$ cat config.mk
export PLATFORM = sky130hd
export DESIGN_NAME = cdm_adder_tree
export DESIGN_NICKNAME = d
export VERILOG_FILES = /design/src/design/cdm_pkg.sv /design/src/design/cdm_adder_tree.sv
export SDC_FILE = /design/constraint.sdc
export NUM_CORES = 1
export LEC_CHECK = 0
export BUFFER_PORTS_ARGS = -buffer_cell sky130_fd_sc_hd__buf_2
export CORE_ASPECT_RATIO = 0.6
export CORE_MARGIN = 5
export CORE_UTILIZATION = 58
export DETAILED_ROUTE_END_ITERATION = 10
export GPL_TIMING_DRIVEN = 0
export HOLD_SLACK_MARGIN = 0.03
export PLACE_DENSITY = 0.79
export SYNTH_ARGS = -nofsm -noshare
export SYNTH_HDL_FRONTEND = slang
export SYNTH_SLANG_ARGS = --single-unit
$ cat constraint.sdc
create_clock -name clk -period 3.65 [get_ports clk]
set_clock_uncertainty 0.1 [all_clocks]
set_input_delay 0 -clock clk [delete_from_list [all_inputs] [get_ports clk]]
set_output_delay 0 -clock clk [all_outputs]
set_load 0.02 [all_outputs]
$ cat src/design/cdm_pkg.sv
// Shared types, constants and format codes for the channel downmix block.
// No dependencies; every other file in this folder but cdm_stream_if uses it.
`timescale 1ns / 1ps

package cdm_pkg;

	localparam int WORD_W               = 32;
	localparam int NUM_WORDS            = 8;
	localparam int CNT_W                = 4;
	localparam int REM_W                = CNT_W - 1;
	localparam int DIV_STEP             = 7;
	localparam int DEFAULT_MAX_CHANNELS = 8;
	localparam int ADDR_W               = 3;
	localparam int DATA_W               = 32;

	typedef enum logic [1:0] {
		FMT_S16  = 2'd0,
		FMT_S24P = 2'd1,
		FMT_S24C = 2'd2,
		FMT_S32  = 2'd3
	} fmt_t;

	localparam logic REG_FMT = 1'b0;
	localparam logic REG_CNT = 1'b1;

	localparam fmt_t             FMT_RESET = FMT_S16;
	localparam logic [CNT_W-1:0] CNT_RESET = 4'd2;

	typedef struct packed {
		logic [WORD_W-1:0] sample_0;
		logic [WORD_W-1:0] sample_1;
		logic [WORD_W-1:0] sample_2;
		logic [WORD_W-1:0] sample_3;
		logic [WORD_W-1:0] sample_4;
		logic [WORD_W-1:0] sample_5;
		logic [WORD_W-1:0] sample_6;
		logic [WORD_W-1:0] sample_7;
		logic              last_frame;
	} frame_t;

	typedef struct packed {
		logic [WORD_W-1:0] mixed_sample;
		logic              last_frame_out;
	} mix_t;

endpackage

$ cat src/design/cdm_adder_tree.sv
// Registered merge tree: captures lane values, then sums pairs level by level.
// Depends on cdm_pkg.
`timescale 1ns / 1ps

module cdm_adder_tree #(
	parameter int LANES = 8,
	parameter int LVL   = 3,
	parameter int SUM_W = 35
) (
	input  logic                              clk,
	input  logic [LVL:0]                      en,
	input  logic signed [cdm_pkg::WORD_W-1:0] leaf [LANES],
	output logic signed [SUM_W-1:0]           total
);

	logic signed [SUM_W-1:0] node_q [LVL+1][LANES];

	always_ff @(posedge clk) begin
		if (en[0]) begin
			for (int i = 0; i < LANES; i++) begin
				node_q[0][i] <= SUM_W'(leaf[i]);
			end
		end
		for (int l = 1; l <= LVL; l++) begin
			if (en[l]) begin
				for (int i = 0; i < (LANES >> l); i++) begin
					node_q[l][i] <= node_q[l-1][2*i] + node_q[l-1][2*i+1];
				end
			end
		end
	end

	assign total = node_q[LVL][0];

endmodule

==> impl_metrics.toml <==
[layout]
top_register = "node_q"
largest_reg_flops = 501
final_util_pct = 77.0
reg_top3 = "node_q x501"
fillCellCount = 2790
drive_above_1_share_pct = 15.4
finalInstanceArea_mm2 = 0.0357
layout.nets = 3475
syn_to_final_growth_pct = 31.0

[global_route]
gr-total-overflow = 0
grt_pass1_wl_mm = 117
grt_max_degree = 134
grt_antenna_before_repair = 4
grt_pass1_vias = 21304
track_usage_pct = 29.0

[clock_network]
cts_made_buffers = 49
cts_tree = "done"
clk_pin_slew_worst_paths_ns = 0.08
htreeDepth = 2
insertion_delay_ns = 0.59
cts_sinks = 501
ctsLongestPathBuffers = 3
cts_root_buffer = "clkbuf_16"

[sta]
setup_ws_ns = 0.0862
max_freq_mhz = 281
setup_violations = 0
finalCriticalPeriod_ns = 3.56
relSlewSlack_pct = 31.7
hold_violations = 0
period_share_pct = 97.6
worst_hold_slack_ns = 0.0297
drv_slew = 0
worstMarginPinSlew_ns = 1.02

[die]
ios = 296
die-width_um = 290
rows = 61
die_area_mm2 = 0.0515
fp.dieH_um = 178
start_util_pct = 58.8
core_mm2 = 0.0463

[logic_synthesis]
syn_inst = 2202
syn_avg_cell_area_um2 = 12.4
synth_nets = 2700
synthSimpleGateAreaFrac_pct = 8.17
yosys.area_share.adder_pct = 11.1
synth_seq_cells = 501
syn_area_mm2 = 0.0272
ys_types = 80
synth.mux.area_fraction_pct = 0.0735
ys_warn_count = 0
ys_seq_area_share_pct = 55.2
synth_top_family_by_area = "compound AO/OA/AOI/OAI gates"
synth_compound_area_share_pct = 16.6
synth-edff-count = 501
async_flop_share_pct = 0
synth_xor_area_share_pct = 6.34
synthFlopType = "edfxtp_1"

[job]
maxCapViolations = 0

[place]
gp_congestion = 0.903
port_buffers = 295
dp_hpwl_mm = 47.9
place_area_mm2 = 0.0296
pre_cts_slack_ns = -0.127

[routing]
routedWlPerCell_um = 21.3
initialDrtViolationCount = 2279
num_vias = 21742
drt_first_pass_iters = 5
drc = 0
ant_nets = 0
via_per_inst = 5.96
wirelength_mm = 77.6

[worst_setup_path]
cp-end-kind = "flop"
path_cells = "ha_1, nand4_1, nor4bb_1, nor4_1, o311ai_1, nand4_1, a221oi_1, xor2_1"
crit_slowest_cell = "o311ai_1"
arrival_ns = 3.76
cp_common_cell = "nand4_1"
cp_num_buf_inv = 0
cp_top_family = "compound AO/OA/AOI/OAI gates"
cp_slowest_stage_delay_ns = 0.82
crit_fanout = 5
startpoint_type = "flop"
path_class = "flop to flop"
cp.required_ns = 3.85

[worst_hold_path]
hp-class = "input port to flop"

[power]
leakage_nw = 14.8
peakVddDrop_mv = 0.539
power_per_cell_area_mw_per_mm2 = 652

[status]
status = "finished, final reports clean"
path summary, 6_finish.rpt:
| check | from | endpoint | slack [ns] | cells past startpoint |
|---|---|---|---|---|
| setup / recovery | node_q[0][531]$_DFFE_PP_ | node_q[1][278]$_DFFE_PP_ | 0.09 | 8 |
| hold / removal | leaf[199] | node_q[0][217]$_DFFE_PP_ | 0.03 | 2 |
| setup reg to reg | node_q[0][531]$_DFFE_PP_ | node_q[1][278]$_DFFE_PP_ | 0.09 | 8 |
| hold reg to reg | node_q[0][35]$_DFFE_PP_ | node_q[0][420]$_DFFE_PP_ | 0.46 | 1 |
cell type report:
type | instances | area (um^2) | area share, %
flip-flops and latches | 501 | 15000 | 42.2
multi-input cells | 1558 | 11700 | 32.7
repair buffers | 724 | 5810 | 16.3
clock buffers | 59 | 1310 | 3.66
well taps | 630 | 788 | 2.21
plain buffers | 74 | 414 | 1.16
clock inverters | 33 | 374 | 1.05
inverters | 69 | 259 | 0.726
diodes | 3 | 7.51 | 0.0210
per-stage QoR:
step	total power, mW	instances	TNS, ns
detailed placement	17.1	3129	-0.324
floorplan	14.6	2202	0
finish	23.3	3651	0
global route	24.5	3650	-0.0614
global placement	16.9	3127	-193.73
CTS	22.8	3639	0
cells in the mapped netlist, types with 4 or more instances:
| master | instances | share of area, % |
|---|---|---|
| nand4_1 | 25 | 0.57 |
| o31ai_1 | 11 | 0.30 |
| o21ai_1 | 21 | 0.39 |
| a221o_1 | 5 | 0.18 |
| buf_2 | 4 | 0.074 |
| nor3b_1 | 4 | 0.11 |
| nand2_1 | 98 | 1.4 |
| nand2b_1 | 24 | 0.55 |
| nor3_1 | 23 | 0.42 |
| a31oi_1 | 27 | 0.62 |
| o31a_1 | 11 | 0.35 |
| a21oi_1 | 196 | 3.6 |
| a21o_1 | 155 | 4.3 |
| xnor2_1 | 143 | 4.6 |
| a31o_2 | 7 | 0.23 |
| nand4b_1 | 5 | 0.16 |
| o211ai_1 | 10 | 0.28 |
| ha_1 | 230 | 11 |
| and2_1 | 7 | 0.16 |
| nor2b_1 | 33 | 0.76 |
| o311ai_1 | 4 | 0.13 |
| clkbuf_1 | 34 | 0.47 |
| o21ai_0 | 78 | 1.4 |
| a211o_1 | 6 | 0.19 |
| buf_4 | 35 | 0.96 |
| o21a_1 | 38 | 1.0 |
| or3_1 | 10 | 0.23 |
| a221oi_1 | 5 | 0.16 |
| o21bai_1 | 28 | 0.77 |
| o2111ai_1 | 5 | 0.16 |
| nor2_1 | 117 | 1.6 |
| a211oi_1 | 12 | 0.33 |
| a41oi_1 | 9 | 0.29 |
| nand3_1 | 44 | 0.81 |
| edfxtp_1 | 501 | 55 |
| inv_1 | 69 | 0.95 |
| and4_1 | 6 | 0.19 |
| and3_1 | 28 | 0.64 |
| fa_1 | 7 | 0.51 |
| a21boi_0 | 4 | 0.11 |
| or2_2 | 5 | 0.11 |
| xor2_1 | 54 | 1.7 |
metal layers:
layer	up-vias	wire [um]	GRT usage, %
met2	1164	35500	46.2
met3	169	6420	4.87
met1	10433	33200	41.6
li1	9976	-	-
met4	0	2460	8.43
met5	-	0	0
report_power, final:
group	internal (mW)	total [mW]	leakage, nW	switching, mW
Clock	3.13	5.47	0.801	2.35
Sequential	7.98	8.51	4.90	0.530
Combinational	3.93	9.28	9.05	5.35
Total	15.0	23.3	14.8	8.22
repair_timing:
item	in CTS	in global routing
pin swaps	0	7
gates resized for setup	6	19
cloned	0	0
setup buffers	0	4
hold buffers	418	5
hold endpoints to repair	533	5
setup endpoints to repair	6	31
logic make-up after synthesis:
kind of cell	Yosys count
compound gates	677
mux	2
buf+inv	143
simple gates	445
flops	501
fa+ha+maj	237
xor+xnor	197
cell usage in the layout, fill, tap and decap left out, types with 10 or more instances in the layout:
master	n
edfxtp_1	501
dlygate4sd3_1	423
buf_2	296
ha_1	230
a21oi_1	194
a21o_1	155
xnor2_1	142
nor2_1	117
nand2_1	98
o21ai_0	78
inv_1	69
xor2_1	54
clkbuf_16	51
nand3_1	44
clkbuf_1	42
buf_4	40
o21a_1	38
nor2b_1	32
and3_1	28
o21bai_1	28
nand4_1	25
a31oi_1	25
nand2b_1	24
nor3_1	22
o21ai_1	19
a211oi_1	11
o31a_1	11
clkinv_1	11
o211ai_1	10
or3_1	10
Note: power is estimated with default switching activity, not from simulation.
