[config.mk]
export PLATFORM = sky130hd
export DESIGN_NAME = cdm_divider
export DESIGN_NICKNAME = d
export VERILOG_FILES = /design/src/design/cdm_pkg.sv /design/src/design/cdm_divider.sv
export SDC_FILE = /design/constraint.sdc
export NUM_CORES = 1
export LEC_CHECK = 0
export BUFFER_PORTS_ARGS = -buffer_cell sky130_fd_sc_hd__clkbuf_2
export CAP_MARGIN = 20
export CORE_UTILIZATION = 45
export CTS_BUF_LIST = sky130_fd_sc_hd__clkbuf_4 sky130_fd_sc_hd__clkbuf_8
export CTS_CLUSTER_SIZE = 24
export DETAILED_ROUTE_END_ITERATION = 10
export SYNTH_ARGS = -nofsm -noshare
export SYNTH_HDL_FRONTEND = slang
export SYNTH_SLANG_ARGS = --single-unit
export TNS_END_PERCENT = 20
[constraint.sdc]
create_clock -name clk -period 8.8 [get_ports clk]
set_input_delay 1.76 -clock clk [delete_from_list [all_inputs] [get_ports clk]]
set_output_delay 1.76 -clock clk [all_outputs]
set_load 0.02 [all_outputs]
[src/design/cdm_pkg.sv]
// Shared types, constants and format codes for the channel downmix block.
// No dependencies; every other file in this folder but cdm_stream_if uses it.
`timescale 1ns / 1ps

package cdm_pkg;

	localparam int WORD_W               = 32;
	localparam int NUM_WORDS            = 8;
	localparam int CNT_W                = 4;
	localparam int REM_W                = CNT_W - 1;
	localparam int DIV_STEP             = 7;
	localparam int DEFAULT_MAX_CHANNELS = 8;
	localparam int ADDR_W               = 3;
	localparam int DATA_W               = 32;

	typedef enum logic [1:0] {
		FMT_S16  = 2'd0,
		FMT_S24P = 2'd1,
		FMT_S24C = 2'd2,
		FMT_S32  = 2'd3
	} fmt_t;

	localparam logic REG_FMT = 1'b0;
	localparam logic REG_CNT = 1'b1;

	localparam fmt_t             FMT_RESET = FMT_S16;
	localparam logic [CNT_W-1:0] CNT_RESET = 4'd2;

	typedef struct packed {
		logic [WORD_W-1:0] sample_0;
		logic [WORD_W-1:0] sample_1;
		logic [WORD_W-1:0] sample_2;
		logic [WORD_W-1:0] sample_3;
		logic [WORD_W-1:0] sample_4;
		logic [WORD_W-1:0] sample_5;
		logic [WORD_W-1:0] sample_6;
		logic [WORD_W-1:0] sample_7;
		logic              last_frame;
	} frame_t;

	typedef struct packed {
		logic [WORD_W-1:0] mixed_sample;
		logic              last_frame_out;
	} mix_t;

endpackage

[src/design/cdm_divider.sv]
// Pipelined restoring divider of a magnitude by a small channel count,
// a fixed number of quotient bits per stage. Depends on cdm_pkg.
`timescale 1ns / 1ps

module cdm_divider #(
	parameter int MAG_W  = 35,
	parameter int STAGES = 5
) (
	input  logic                       clk,
	input  logic [STAGES-1:0]          en,
	input  logic [MAG_W-1:0]           mag,
	input  logic [cdm_pkg::CNT_W-1:0]  divisor,
	output logic [cdm_pkg::WORD_W-1:0] quot
);

	localparam int PAD_W = STAGES * cdm_pkg::DIV_STEP;

	logic [PAD_W-1:0]          w_q   [STAGES];
	logic [cdm_pkg::REM_W-1:0] rem_q [STAGES];
	logic [cdm_pkg::CNT_W-1:0] div_q [STAGES];

	for (genvar j = 0; j < STAGES; j++) begin : g_stage
		logic [PAD_W-1:0]          w_in;
		logic [cdm_pkg::REM_W-1:0] r_in;
		logic [cdm_pkg::CNT_W-1:0] d_in;
		logic [PAD_W-1:0]          w_nx;
		logic [cdm_pkg::REM_W-1:0] r_nx;

		if (j == 0) begin : g_first
			assign w_in = PAD_W'(mag);
			assign r_in = '0;
			assign d_in = divisor;
		end else begin : g_next
			assign w_in = w_q[j-1];
			assign r_in = rem_q[j-1];
			assign d_in = div_q[j-1];
		end

		always_comb begin
			logic [cdm_pkg::CNT_W-1:0] t;
			w_nx = w_in;
			r_nx = r_in;
			for (int k = 0; k < cdm_pkg::DIV_STEP; k++) begin
				t    = {r_nx, w_nx[PAD_W-1]};
				w_nx = w_nx << 1;
				if (t >= d_in) begin
					t       = t - d_in;
					w_nx[0] = 1'b1;
				end
				r_nx = t[cdm_pkg::REM_W-1:0];
			end
		end

		always_ff @(posedge clk) begin
			if (en[j]) begin
				w_q[j]   <= w_nx;
				rem_q[j] <= r_nx;
				div_q[j] <= d_in;
			end
		end
	end

	assign quot = w_q[STAGES-1][cdm_pkg::WORD_W-1:0];

endmodule
==> results.yml <==
yosys:
  synthTopCellsByArea: "edfxtp_1, ha_1, fa_1"
  syn-num-nets: 1051
  synth_top_area_share_pct: 50.85
  synth.largest_area_cell: "edfxtp_1"
  yosysUniqueCellTypes: 42
  syn_avg_cell_area_sq_um: 13.30
  synth_area_sq_mm: 0.01110
  seq_area_frac_synth_pct: 50.85
  synth_seq_cells: 188
  netlist_instances: 835
  yosysWarnings: 0
global_routing:
  overflow: 0
  grt_use_met1_pct: 20.38
  grt_usage_pct: 16.32
  grt_pass1_vias: 6550
  grt_use_met2_pct: 28.95
  busiest_layer: "met2"
  grt_first_pass_wirelength_um: 32230
  antenna_found_initial: 0
  met3_usage_pct: 2.943
  grt_start_max_net_pins: 40
route:
  vias: 6591
  drcViolationCount: 0
  dr.pass1.iters: 4
  postRouteAntennaNets: 0
  drt_iter0_markers: 229
  routedWlPerCell_um: 14.88
  wl_um: 19580
  viasPerCell: 5.008
min_path:
  min_to: "w_q[0][156]"
  hold_depth: 0
  hp-class: "flop to flop"
  hold_start: "w_q[0][114]"
worst_setup_path:
  end_kind: "flop"
  critPathKind: "primary input to flop"
  cp_max_fo: 4
  r2r_end: "rem_q[0][8]"
  r2r_setup_slack_ns: 0.52
  critPathArrivalTime_ns: 8.66
  slowest_stage: "fa_1"
  cp_data_required_time_ns: 9.02
  max_stage_delay_ns: 0.44
  cpMostUsedCell: "fa_1"
  rr_worst_depth: 36
  startpoint_type: "primary input"
  r2r-start: "w_q[0][69]"
floorplan:
  start_util_pct: 45.78
  fp.dieH_um: 159.1
  die_w_um: 159.1
  core_sq_mm: 0.02425
  fp.dieArea_sq_mm: 0.02530
  rows: 57
  ios: 77
timing:
  setup_tns_ns: 0
  setup_slack_ns: 0.3677
  rsz0062_at_grt: "true"
  setup_violations: 0
  slew_headroom_pct: 42.73
  finalHoldViolCount: 0
  finalMaxSlewViolations: 0
  final.min_clock_period_ns: 8.432
  clock_skew_ns: 0.01398
  period_share_pct: 95.82
  max_freq_ghz: 0.1186
  worst_pin_slew_ns: 0.8591
cts:
  cts_tree: "done"
  numCtsBuffers: 17
  clockRootBuffer: "clkbuf_8"
  clk_pin_slew_worst_paths_ns: 0.11
  clk_latency_ns: 0.46
  cts_sinks: 188
  htree_levels: 4
  clockBufferDepth: 2
cells_and_area:
  fillCellCount: 2106
  n_antenna_cell: 0
  utilization_pct: 52.40
  syn_to_final_growth_pct: 14.46
  drive_gt1_share_pct: 25.00
  layout.cells.non_filler: 1316
  nets: 1195
placement:
  globalplace.congestion: 0.8236
  dp_hpwl_um: 14370
  portBuffers: 76
  placed_cells: 1280
  dp_slack_ns: -0.3287
run:
  cap_violations: 0
outcome:
  outcome: "finished clean"
## kinds of logic after synthesis
logic type               after synthesis  synth area share (%)
AO/OA/AOI/OAI                        186                 11.71
XOR/XNOR                              32                 2.525
adder cells (fa/ha/maj)              171                 21.50
buffers and inverters                102                 3.449
flip-flops                           188                 50.85
multiplexers                          60                 5.872
AND/OR/NAND/NOR                       96                 4.091
## cell type report
| cell class | instances | area, sq um | share of cell area, % |
|---|---|---|---|
| repair buffers | 126 | 768.2 | 6.046 |
| inverters | 101 | 379.1 | 2.983 |
| flip-flops and latches | 188 | 5645 | 44.43 |
| clock inverters | 15 | 161.4 | 1.270 |
| clock buffers | 17 | 234.0 | 1.841 |
| multi-input cells | 545 | 5114 | 40.24 |
| well taps | 324 | 405.4 | 3.190 |
## Yosys cell counts, drive strengths merged
| library cell | n |
|---|---|
| o31ai | 1 |
| o2bb2ai | 1 |
| nor2 | 26 |
| o211a | 14 |
| and3 | 1 |
| xor2 | 8 |
| fa | 33 |
| ha | 138 |
| o21bai | 4 |
| o32ai | 3 |
| nor3b | 2 |
| edfxtp | 188 |
| a31oi | 6 |
| clkbuf | 1 |
| inv | 101 |
| a21oi | 57 |
| o21ai | 61 |
| a211oi | 6 |
| mux2 | 32 |
| a21boi | 17 |
| mux2i | 28 |
| nand2b | 6 |
| a21o | 6 |
| nand3 | 4 |
| a32o | 6 |
| or2 | 5 |
| o211ai | 2 |
| nand2 | 31 |
| xnor2 | 24 |
| nor2b | 20 |
| o22a | 2 |
| nor3 | 1 |
## worst max-delay path: cells and delay by family
kind	cells	cell delay, ns
buffers and inverters	6	0.48
AOI/OAI and AO/OA	12	2.09
muxes	3	0.88
adders and majority gates	8	2.69
and+or+nand+nor	6	0.76
## flip-flops by register name, summed over array words and instances (netlist names)
name   flops
div_q     16
w_q      160
rem_q     12
## layout by cell type (no fill, tap or decap), types with 3 or more instances in the layout
master    Yosys  layout
edfxtp_1    188     188
a211oi_2      2       3
or2_1         3       3
a211oi_1      4       3
nor2_1       26      25
ha_1        138     137
a32o_1        6       6
o21ai_0      22      21
o21ai_1      30      28
o21bai_2      2       3
clkbuf_2      0      76
mux2i_2       3       3
nor2b_1      20      20
nand2_1      31      31
mux2i_1      25      25
xor2_1        8       8
mux2_2       28      28
o32ai_2       3       3
buf_4         0      49
inv_1        87      87
clkinv_4      0       4
a21oi_2      20      24
mux2_1        4       4
a21oi_1      37      33
inv_2        14      14
a21o_1        6       6
o211a_1      14      14
nand2b_1      6       6
a31oi_1       6       6
inv_6         0       3
a21boi_0     16      16
xnor2_1      24      24
nand3_1       4       4
clkbuf_8      0      17
fa_1         33      33
o21ai_2       9      12
## worst max-delay path by stage
stage                from           to  cells past startpoint
2_1_floorplan  divisor[1]  rem_q[0][1]                     31
3_3_place_gp      mag[34]  rem_q[0][1]                     36
3_5_place_dp      mag[34]  rem_q[0][2]                     38
4_1_cts           mag[34]  rem_q[0][2]                     38
5_1_grt           mag[34]  rem_q[0][2]                     39
6_report          mag[34]  rem_q[0][2]                     35
## per-layer routing
layer / wire length [um] / up-vias
li1: - / 3338
met1: 9040 / 3146
met2: 9869 / 92
met3: 482 / 15
met4: 188 / 0
met5: 0 / -
## timing repair
| item | in CTS | in global routing |
|---|---|---|
| hold buffers | 0 | 0 |
| buffers inserted | 0 | 3 |
| gates resized for setup | 0 | 12 |
| setup endpoints to repair | 0 | 7 |
## metrics by stage
step                hold slack (ns)  instance area, sq um
finish                       0.4135                 12710
global placement             0.4005                 12230
floorplan                    0.4003                 11100
global route                 0.4151                 12710
CTS                          0.4154                 12620
detailed placement           0.4045                 12230
Power is not shown: default switching activity piles up to over one toggle a cycle in this logic, so the estimate is an artifact.
