--- config.mk ---
export PLATFORM = sky130hd
export DESIGN_NAME = cdm_lane
export DESIGN_NICKNAME = d
export VERILOG_FILES = /design/src/design/cdm_pkg.sv /design/src/design/cdm_lane.sv
export SDC_FILE = /design/constraint.sdc
export NUM_CORES = 1
export LEC_CHECK = 0
export ABC_AREA = 1
export BUFFER_PORTS_ARGS = -buffer_cell sky130_fd_sc_hd__buf_2
export CAP_MARGIN = 20
export CORE_MARGIN = 2
export CORE_UTILIZATION = 31
export DETAILED_ROUTE_END_ITERATION = 8
export GPL_ROUTABILITY_DRIVEN = 0
export PLACE_DENSITY = 0.81
export SLEW_MARGIN = 20
export SYNTH_ARGS = -nofsm -noshare
export SYNTH_HDL_FRONTEND = slang
export SYNTH_SLANG_ARGS = --single-unit
--- constraint.sdc ---
create_clock -name vclk -period 0.98
set_clock_uncertainty 0.15 [all_clocks]
set_input_delay 0.098 -clock vclk [all_inputs]
set_output_delay 0.098 -clock vclk [all_outputs]
set_load 0.05 [all_outputs]
--- src/design/cdm_pkg.sv ---
// Shared types, constants and format codes for the channel downmix block.
// No dependencies; every other file in this folder but cdm_stream_if uses it.
`timescale 1ns / 1ps

package cdm_pkg;

	localparam int WORD_W               = 32;
	localparam int NUM_WORDS            = 8;
	localparam int CNT_W                = 4;
	localparam int REM_W                = CNT_W - 1;
	localparam int DIV_STEP             = 7;
	localparam int DEFAULT_MAX_CHANNELS = 8;
	localparam int ADDR_W               = 3;
	localparam int DATA_W               = 32;

	typedef enum logic [1:0] {
		FMT_S16  = 2'd0,
		FMT_S24P = 2'd1,
		FMT_S24C = 2'd2,
		FMT_S32  = 2'd3
	} fmt_t;

	localparam logic REG_FMT = 1'b0;
	localparam logic REG_CNT = 1'b1;

	localparam fmt_t             FMT_RESET = FMT_S16;
	localparam logic [CNT_W-1:0] CNT_RESET = 4'd2;

	typedef struct packed {
		logic [WORD_W-1:0] sample_0;
		logic [WORD_W-1:0] sample_1;
		logic [WORD_W-1:0] sample_2;
		logic [WORD_W-1:0] sample_3;
		logic [WORD_W-1:0] sample_4;
		logic [WORD_W-1:0] sample_5;
		logic [WORD_W-1:0] sample_6;
		logic [WORD_W-1:0] sample_7;
		logic              last_frame;
	} frame_t;

	typedef struct packed {
		logic [WORD_W-1:0] mixed_sample;
		logic              last_frame_out;
	} mix_t;

endpackage

--- src/design/cdm_lane.sv ---
// One decode lane: sign-extends a raw container word per the sample format.
// Depends on cdm_pkg.
`timescale 1ns / 1ps

module cdm_lane (
	input  logic [cdm_pkg::WORD_W-1:0]        word,
	input  cdm_pkg::fmt_t                     fmt,
	input  logic                              enable,
	output logic signed [cdm_pkg::WORD_W-1:0] value
);

	logic signed [cdm_pkg::WORD_W-1:0] decoded;

	always_comb begin
		unique case (fmt)
			cdm_pkg::FMT_S16:  decoded = {{16{word[15]}}, word[15:0]};
			cdm_pkg::FMT_S24P: decoded = {{8{word[23]}}, word[23:0]};
			cdm_pkg::FMT_S24C: decoded = {{8{word[23]}}, word[23:0]};
			cdm_pkg::FMT_S32:  decoded = word;
			default:           decoded = word;
		endcase
	end

	// drop channels beyond the configured count
	assign value = enable ? decoded : '0;

endmodule

==> flow_metrics.py, run 1 <==
metrics = {
    "status": {
        "run_status": "stopped before the end",
        "haltStage": "global routing",
        "tool.error": "[ERROR DPL-0038] Utilization greater than 100%, impossible to legalize",
    },
    "placed_design": {
        "pre_cts_slack_ns": -0.4964,
        "portBuffers": 67,
        "hpwl_mm": 1.603,
    },
    "floorplanning": {
        "ios": 67,
        "fp-row-count": 14,
        "die_h_um": 45.27,
        "start_util_pct": 33.87,
        "die_w_um": 45.27,
    },
    "synth": {
        "yosysSeqAreaShare_pct": 0,
        "yosysWarnings": 0,
        "synth_cell_types": 10,
        "syn-cell-area_um2": 528.0,
        "syn_area_per_cell_um2": 4.475,
        "syn_inst": 118,
        "synth_fp_nets": 155,
    },
    "global_route": {
        "grt_max_degree": 17,
    },
    "sta": {
        "worst-ep-kind": "output port",
        "grt_worst_setup_endpoint": "value[19]",
    },
    "clocking": {
        "cts_hold_buf": 0,
    },
}
## kinds of logic after synthesis
group | after synthesis | synth area share (%)
buffers and inverters | 42 | 35.07
adder cells (fa/ha/maj) | 2 | 4.739
AND/OR/NAND/NOR | 74 | 60.19
## synthesized netlist by cell type
cell      number  area, um^2
nand2_2        2       12.51
inv_1         34       127.6
nand2_1       54       202.7
ha_1           2       25.02
clkbuf_2       1       5.000
inv_2          1       3.750
buf_6          3       33.78
nand3_1       16       80.08
nand2_4        2       22.52
buf_2          3       15.01
## stage by stage
step / std cells / cell area [um^2]
detailed placement: 198 / 1099
global placement: 198 / 1099
CTS: 202 / 1436
floorplan: 118 / 775.7
## repair_timing
| action | CTS |
|---|---|
| gates cloned | 2 |
| setup buffers | 2 |
| pin swaps | 21 |
| setup endpoints to repair | 30 |
| resized for setup | 97 |
==> inputs of run 2 (changes only) <==
--- a/config.mk
+++ b/config.mk
@@ -8,11 +8,11 @@
 export ABC_AREA = 1
 export BUFFER_PORTS_ARGS = -buffer_cell sky130_fd_sc_hd__buf_2
 export CAP_MARGIN = 20
-export CORE_MARGIN = 2
-export CORE_UTILIZATION = 31
+export CORE_AREA = 2 2 63 65
 export DETAILED_ROUTE_END_ITERATION = 8
+export DIE_AREA = 0 0 65 67
 export GPL_ROUTABILITY_DRIVEN = 0
-export PLACE_DENSITY = 0.81
+export PLACE_DENSITY_LB_ADDON = 0.15
 export SLEW_MARGIN = 20
 export SYNTH_ARGS = -nofsm -noshare
 export SYNTH_HDL_FRONTEND = slang
==> constraint.sdc (replaced) <==
create_clock -name vclk -period 1.3
set_clock_uncertainty 0.15 [all_clocks]
set_input_delay 0.13 -clock vclk [all_inputs]
set_output_delay 0.13 -clock vclk [all_outputs]
set_load 0.05 [all_outputs]
==> flow_metrics.py, run 2 <==
metrics = {
    "worst_hold_path": {
        "hold_start": "word[8]",
        "holdPathStages": 4,
        "worst_hold_path.endpoint": "value[8]",
        "hp-class": "primary input to primary output",
    },
    "global_route": {
        "grt_pass1_wl_mm": 3.084,
        "grt-ovfl-total": 0,
        "grt_pass1_vias": 761,
        "grt_max_degree": 17,
        "antenna_found_initial": 0,
        "grt_usage_pct": 8.416,
    },
    "sta": {
        "worstMarginPinSlew_ns": 0.2572,
        "rsz0062_at_grt": "yes",
        "fmax_mhz": 752.1,
        "final.setup.worst_slack_ns": -0.02963,
        "setup_viol": 6,
        "max_slew_margin_pct": 82.97,
        "hold_violations": 0,
        "fin_crit_ns": 1.330,
        "fin_crit_sh_pct": 102.3,
        "slew_violations": 0,
    },
    "detailed_routing": {
        "drt-initial-drc-count": 56,
        "ant_nets": 0,
        "wl_per_cell_um": 8.871,
        "wirelength_mm": 2.058,
        "route.met3.wl_um": 136,
        "dr.pass1.iters": 4,
        "vias_per_cell": 3.802,
        "num_vias": 882,
        "drt-met1-wl_um": 886,
        "dr_wl_met2_mm": 1.035,
        "top_layer_used": "met3",
        "route.detailed.drc": 0,
    },
    "synth": {
        "synth_area_leaders": "nand2_1 (38%), inv_1 (24%), nand3_1 (15%)",
        "syn-cell-area_um2": 528.0,
        "synth_fp_nets": 155,
        "yosysWarnings": 0,
        "yosysTopAreaCell": "nand2_1",
        "yosysMostFrequentCell": "nand2_1",
        "synth_common_cells": "nand2_1 (54), inv_1 (34), nand3_1 (16)",
        "syn_area_per_cell_um2": 4.475,
        "syn_inst": 118,
        "synth_top_area_share_pct": 38.39,
        "yosysSeqAreaShare_pct": 0,
        "synth_cell_types": 10,
    },
    "setup_path": {
        "path_max_fanout": 16,
        "required_ns": 1.02,
        "worstPathArrival_ns": 1.05,
        "crit_type": "primary input to primary output",
        "end_kind": "primary output",
        "start_kind": "primary input",
    },
    "status": {
        "violations": "negative setup slack",
        "run_status": "finished, violations left",
    },
    "finish": {
        "register_area_um2": 0,
        "final_cell_mix": "buf_2 (49), nand2_1 (38), inv_1 (18)",
        "clkbuf_count": 0,
        "final_common_cell": "buf_2",
        "final_util_pct": 36.19,
        "drive_gt1_share_pct": 66.30,
        "area_growth_syn_to_layout_pct": 147.2,
        "nets": 223,
        "seq_cells": 0,
        "diodes": 0,
    },
    "placed_design": {
        "portBuffers": 67,
        "pre_cts_slack_ns": -0.1669,
        "hpwl_mm": 1.563,
    },
    "floorplanning": {
        "die_area_um2": 4355,
        "die_w_um": 65,
        "start_util_pct": 14.64,
        "coreArea_um2": 3606,
        "die_h_um": 67,
        "fp-row-count": 22,
        "ios": 67,
    },
    "clocking": {
        "cts_setup_buffers": 0,
        "cts_hold_buf": 0,
    },
    "power": {
        "cellPowerDensity_nw_per_um2": 616.6,
        "leakagePower_nw": 0.7882,
        "ir_drop_v": 0.0002052,
    },
    "flow_run": {
        "drv_cap": 0,
    },
}
run 2: cell counts after synthesis:
Identical to the previous run, type by type.
run 2: how the worst max path moves through the flow:
| stage | cells past startpoint | from | end |
|---|---|---|---|
| floorplan | 7 | fmt[1] | value[31] |
| global placement | 9 | fmt[1] | value[21] |
| detailed placement | 9 | fmt[0] | value[21] |
| CTS | 8 | fmt[0] | value[31] |
| global route | 8 | fmt[0] | value[25] |
| finish | 8 | fmt[0] | value[25] |
run 2: final cells by class:
| type | instances | area (um^2) |
|---|---|---|
| fill | 404 | 2301 |
| timing repair buffer | 71 | 558.0 |
| multi-input combinational | 78 | 506.7 |
| inverter | 35 | 180.2 |
| tap | 48 | 60.06 |
run 2: what timing repair did:
action | CTS | global route
cloned | 0 | 2
endpoints found under the setup margin | 16 | 16
pin swaps | 3 | 6
resized for setup | 44 | 27
run 2: critical path, cell delays in order:
cell and delay [ns]:
buf_8 0.10, ha_2 0.18, buf_12 0.15, nand2_1 0.08, nand3_2 0.07, nand2_2 0.09, clkinvlp_4 0.09, buf_8 0.15
run 2: report_power, final:
group	internal [mW]	switching, mW	total (mW)
registers	0	0	0
logic	0.298	0.506	0.805
clock network	0	0	0
total	0.298	0.506	0.805
run 2: per-layer routing:
metal,vias up,global-route usage (%)
li1,465,-
met1,382,10.90
met2,35,15.85
met3,0,0.8446
met4,0,0
met5,-,0
run 2: cell families (layout without fill, tap and decap cells):
logic type	Yosys count	after routing	share of synthesized area, %
and+or+nand+nor	74	76	60.19
buffers and inverters	42	106	35.07
adders and majority gates	2	2	4.739
run 2: metrics by stage:
step           cell area (um^2)  hold slack (ns)  power (mW)  std cells  TNS (ns)
6_report                   1305           0.4811      0.8046        232  -0.09566
5_1_grt                    1305           0.4985      0.8562        232   -0.7551
4_1_cts                    1191           0.4830      0.7479        230   -0.1143
3_5_place_dp               1042           0.4826      0.6458        230    -2.108
3_3_place_gp               1042           0.4777      0.6477        230    -2.096
2_1_floorplan             679.4           0.3390      0.5032        118         0
Note: power is estimated with default switching activity, not from simulation.
==> inputs of run 3 (changes only) <==
==> constraint.sdc (replaced) <==
create_clock -name vclk -period 1.7
set_clock_uncertainty 0.15 [all_clocks]
set_input_delay 0.17 -clock vclk [all_inputs]
set_output_delay 0.17 -clock vclk [all_outputs]
set_load 0.05 [all_outputs]
==> flow_metrics.py, run 3 (synthesis gave the netlist of run 2 again) <==
metrics = {
    "status": {
        "run_status": "finished, final reports clean",
    },
    "clocking": {
        "cts_setup_buffers": 0,
        "cts_hold_buf": 0,
    },
    "sta": {
        "worstMarginPinSlew_ns": 0.3091,
        "rsz0062_at_grt": "no",
        "final.setup.worst_slack_ns": 0.1263,
        "setup_viol": 0,
        "hold_violations": 0,
        "max_slew_margin_pct": 79.40,
        "fmax_mhz": 635.4,
        "fin_hold_ws_ns": 0.5609,
        "slew_violations": 0,
        "setup_tns_ns": 0,
        "fin_crit_ns": 1.574,
        "fin_crit_sh_pct": 92.57,
    },
    "power": {
        "power.total_mw": 0.4399,
        "p_comb_share_pct": 100.0,
        "leakagePower_nw": 0.7629,
        "ir_drop_v": 0.0001231,
        "internal-power_mw": 0.1189,
        "p_sw_share_pct": 72.97,
        "cellPowerDensity_nw_per_um2": 484.9,
        "power.net_switching_mw": 0.3210,
        "p_seq_share_pct": 0,
        "clockPowerShare_pct": 0,
    },
    "detailed_routing": {
        "dr_wl_met2_um": 787,
        "wl_per_cell_um": 8.183,
        "drt-initial-drc-count": 22,
        "wirelength_mm": 1.882,
        "route.met3.wl_um": 303,
        "dr.pass1.iters": 4,
        "num_vias": 849,
        "drt-met1-wl_um": 791,
        "route.detailed.drc": 0,
        "vias_per_cell": 3.691,
        "ant_nets": 0,
        "top_layer_used": "met3",
    },
    "finish": {
        "seq_cells": 0,
        "final_util_pct": 25.16,
        "area_growth_syn_to_layout_pct": 71.80,
        "final_cell_area_um2": 907.1,
        "nets": 221,
        "final_common_cell": "buf_2",
        "register_area_um2": 0,
        "multiInputGateArea_um2": 345.3,
        "drive_gt1_share_pct": 42.31,
        "fillers": 446,
        "fin_cells": 230,
        "diodes": 0,
        "clkbuf_count": 0,
        "final_cell_mix": "buf_2 (65), nand2_1 (54), inv_1 (34)",
    },
    "global_route": {
        "grt-ovfl-total": 0,
        "grt_pass1_wl_mm": 3.153,
        "grt_pass1_vias": 761,
        "antenna_found_initial": 0,
        "grt_usage_pct": 8.629,
        "grt_max_degree": 17,
    },
    "floorplanning": {
        "die_h_um": 67,
        "start_util_pct": 14.64,
        "coreArea_um2": 3606,
        "die_area_um2": 4355,
        "ios": 67,
        "die_w_um": 65,
        "fp-row-count": 22,
    },
    "placed_design": {
        "pre_cts_slack_ns": 0.04244,
        "portBuffers": 67,
        "place_area_um2": 899.6,
        "hpwl_mm": 1.596,
        "dp.cells": 230,
    },
    "setup_path": {
        "worstPathArrival_ns": 1.25,
        "crit_slowest_cell": "ha_1",
        "start_kind": "primary input",
        "required_ns": 1.38,
        "end_kind": "primary output",
        "crit_type": "primary input to primary output",
        "path_max_fanout": 7,
        "max_stage_delay_ns": 0.31,
        "path_cells": "buf_2, inv_1, ha_1, buf_4, nand2_1, nand3_1, nand2_1, inv_1, buf_2",
    },
    "flow_run": {
        "drv_cap": 0,
    },
    "worst_hold_path": {
        "hp-class": "primary input to primary output",
    },
}
[run 3: cell types whose count changed in the layout (fill, tap and decap cells not counted), moves of 4 or more]
cell        previous run  this run
buf_8                 16         0
buf_6                  4         0
nand2_1               38        54
clkinvlp_4            11         0
buf_2                 49        65
nand2_2               16         2
nand3_2               10         0
nand3_1                6        16
inv_1                 18        34
[run 3: layout make-up]
class | count | area share [%]
timing repair buffer | 71 | 40.83
multi-input combinational | 76 | 38.07
inverter | 35 | 14.48
tap | 48 | 6.621
[run 3: path summary, 6_finish.rpt]
kind / start / endpoint / slack (ns) / depth (start not counted)
worst min-delay path: word[11] / value[11] / 0.56 / 4
worst max-delay path: fmt[0] / value[21] / 0.13 / 9
[run 3: power by group through the flow]
stage	registers (mW)	logic (mW)	clock network, mW
global placement	0	0.444	0
CTS	0	0.443	0
finish	0	0.440	0
global route	0	0.480	0
detailed placement	0	0.441	0
floorplan	0	0.328	0
[run 3: layer usage]
metal	vias to the layer above	global-route usage, %
li1	460	-
met1	329	10.40
met2	60	16.37
met3	0	2.027
met4	0	0
met5	-	0
[run 3: worst max-delay path, delay by kind of cell]
| kind | cells | cell delay, ns |
|---|---|---|
| adders and majority gates | 1 | 0.31 |
| buffers and inverters | 5 | 0.58 |
| and+or+nand+nor | 3 | 0.18 |
[run 3: repair_timing]
action / 4_1_cts / 5_1_grt
gates resized for setup: 0 / 3
endpoints found under the setup margin: 0 / 16
endpoints found under the hold margin: 0 / 0
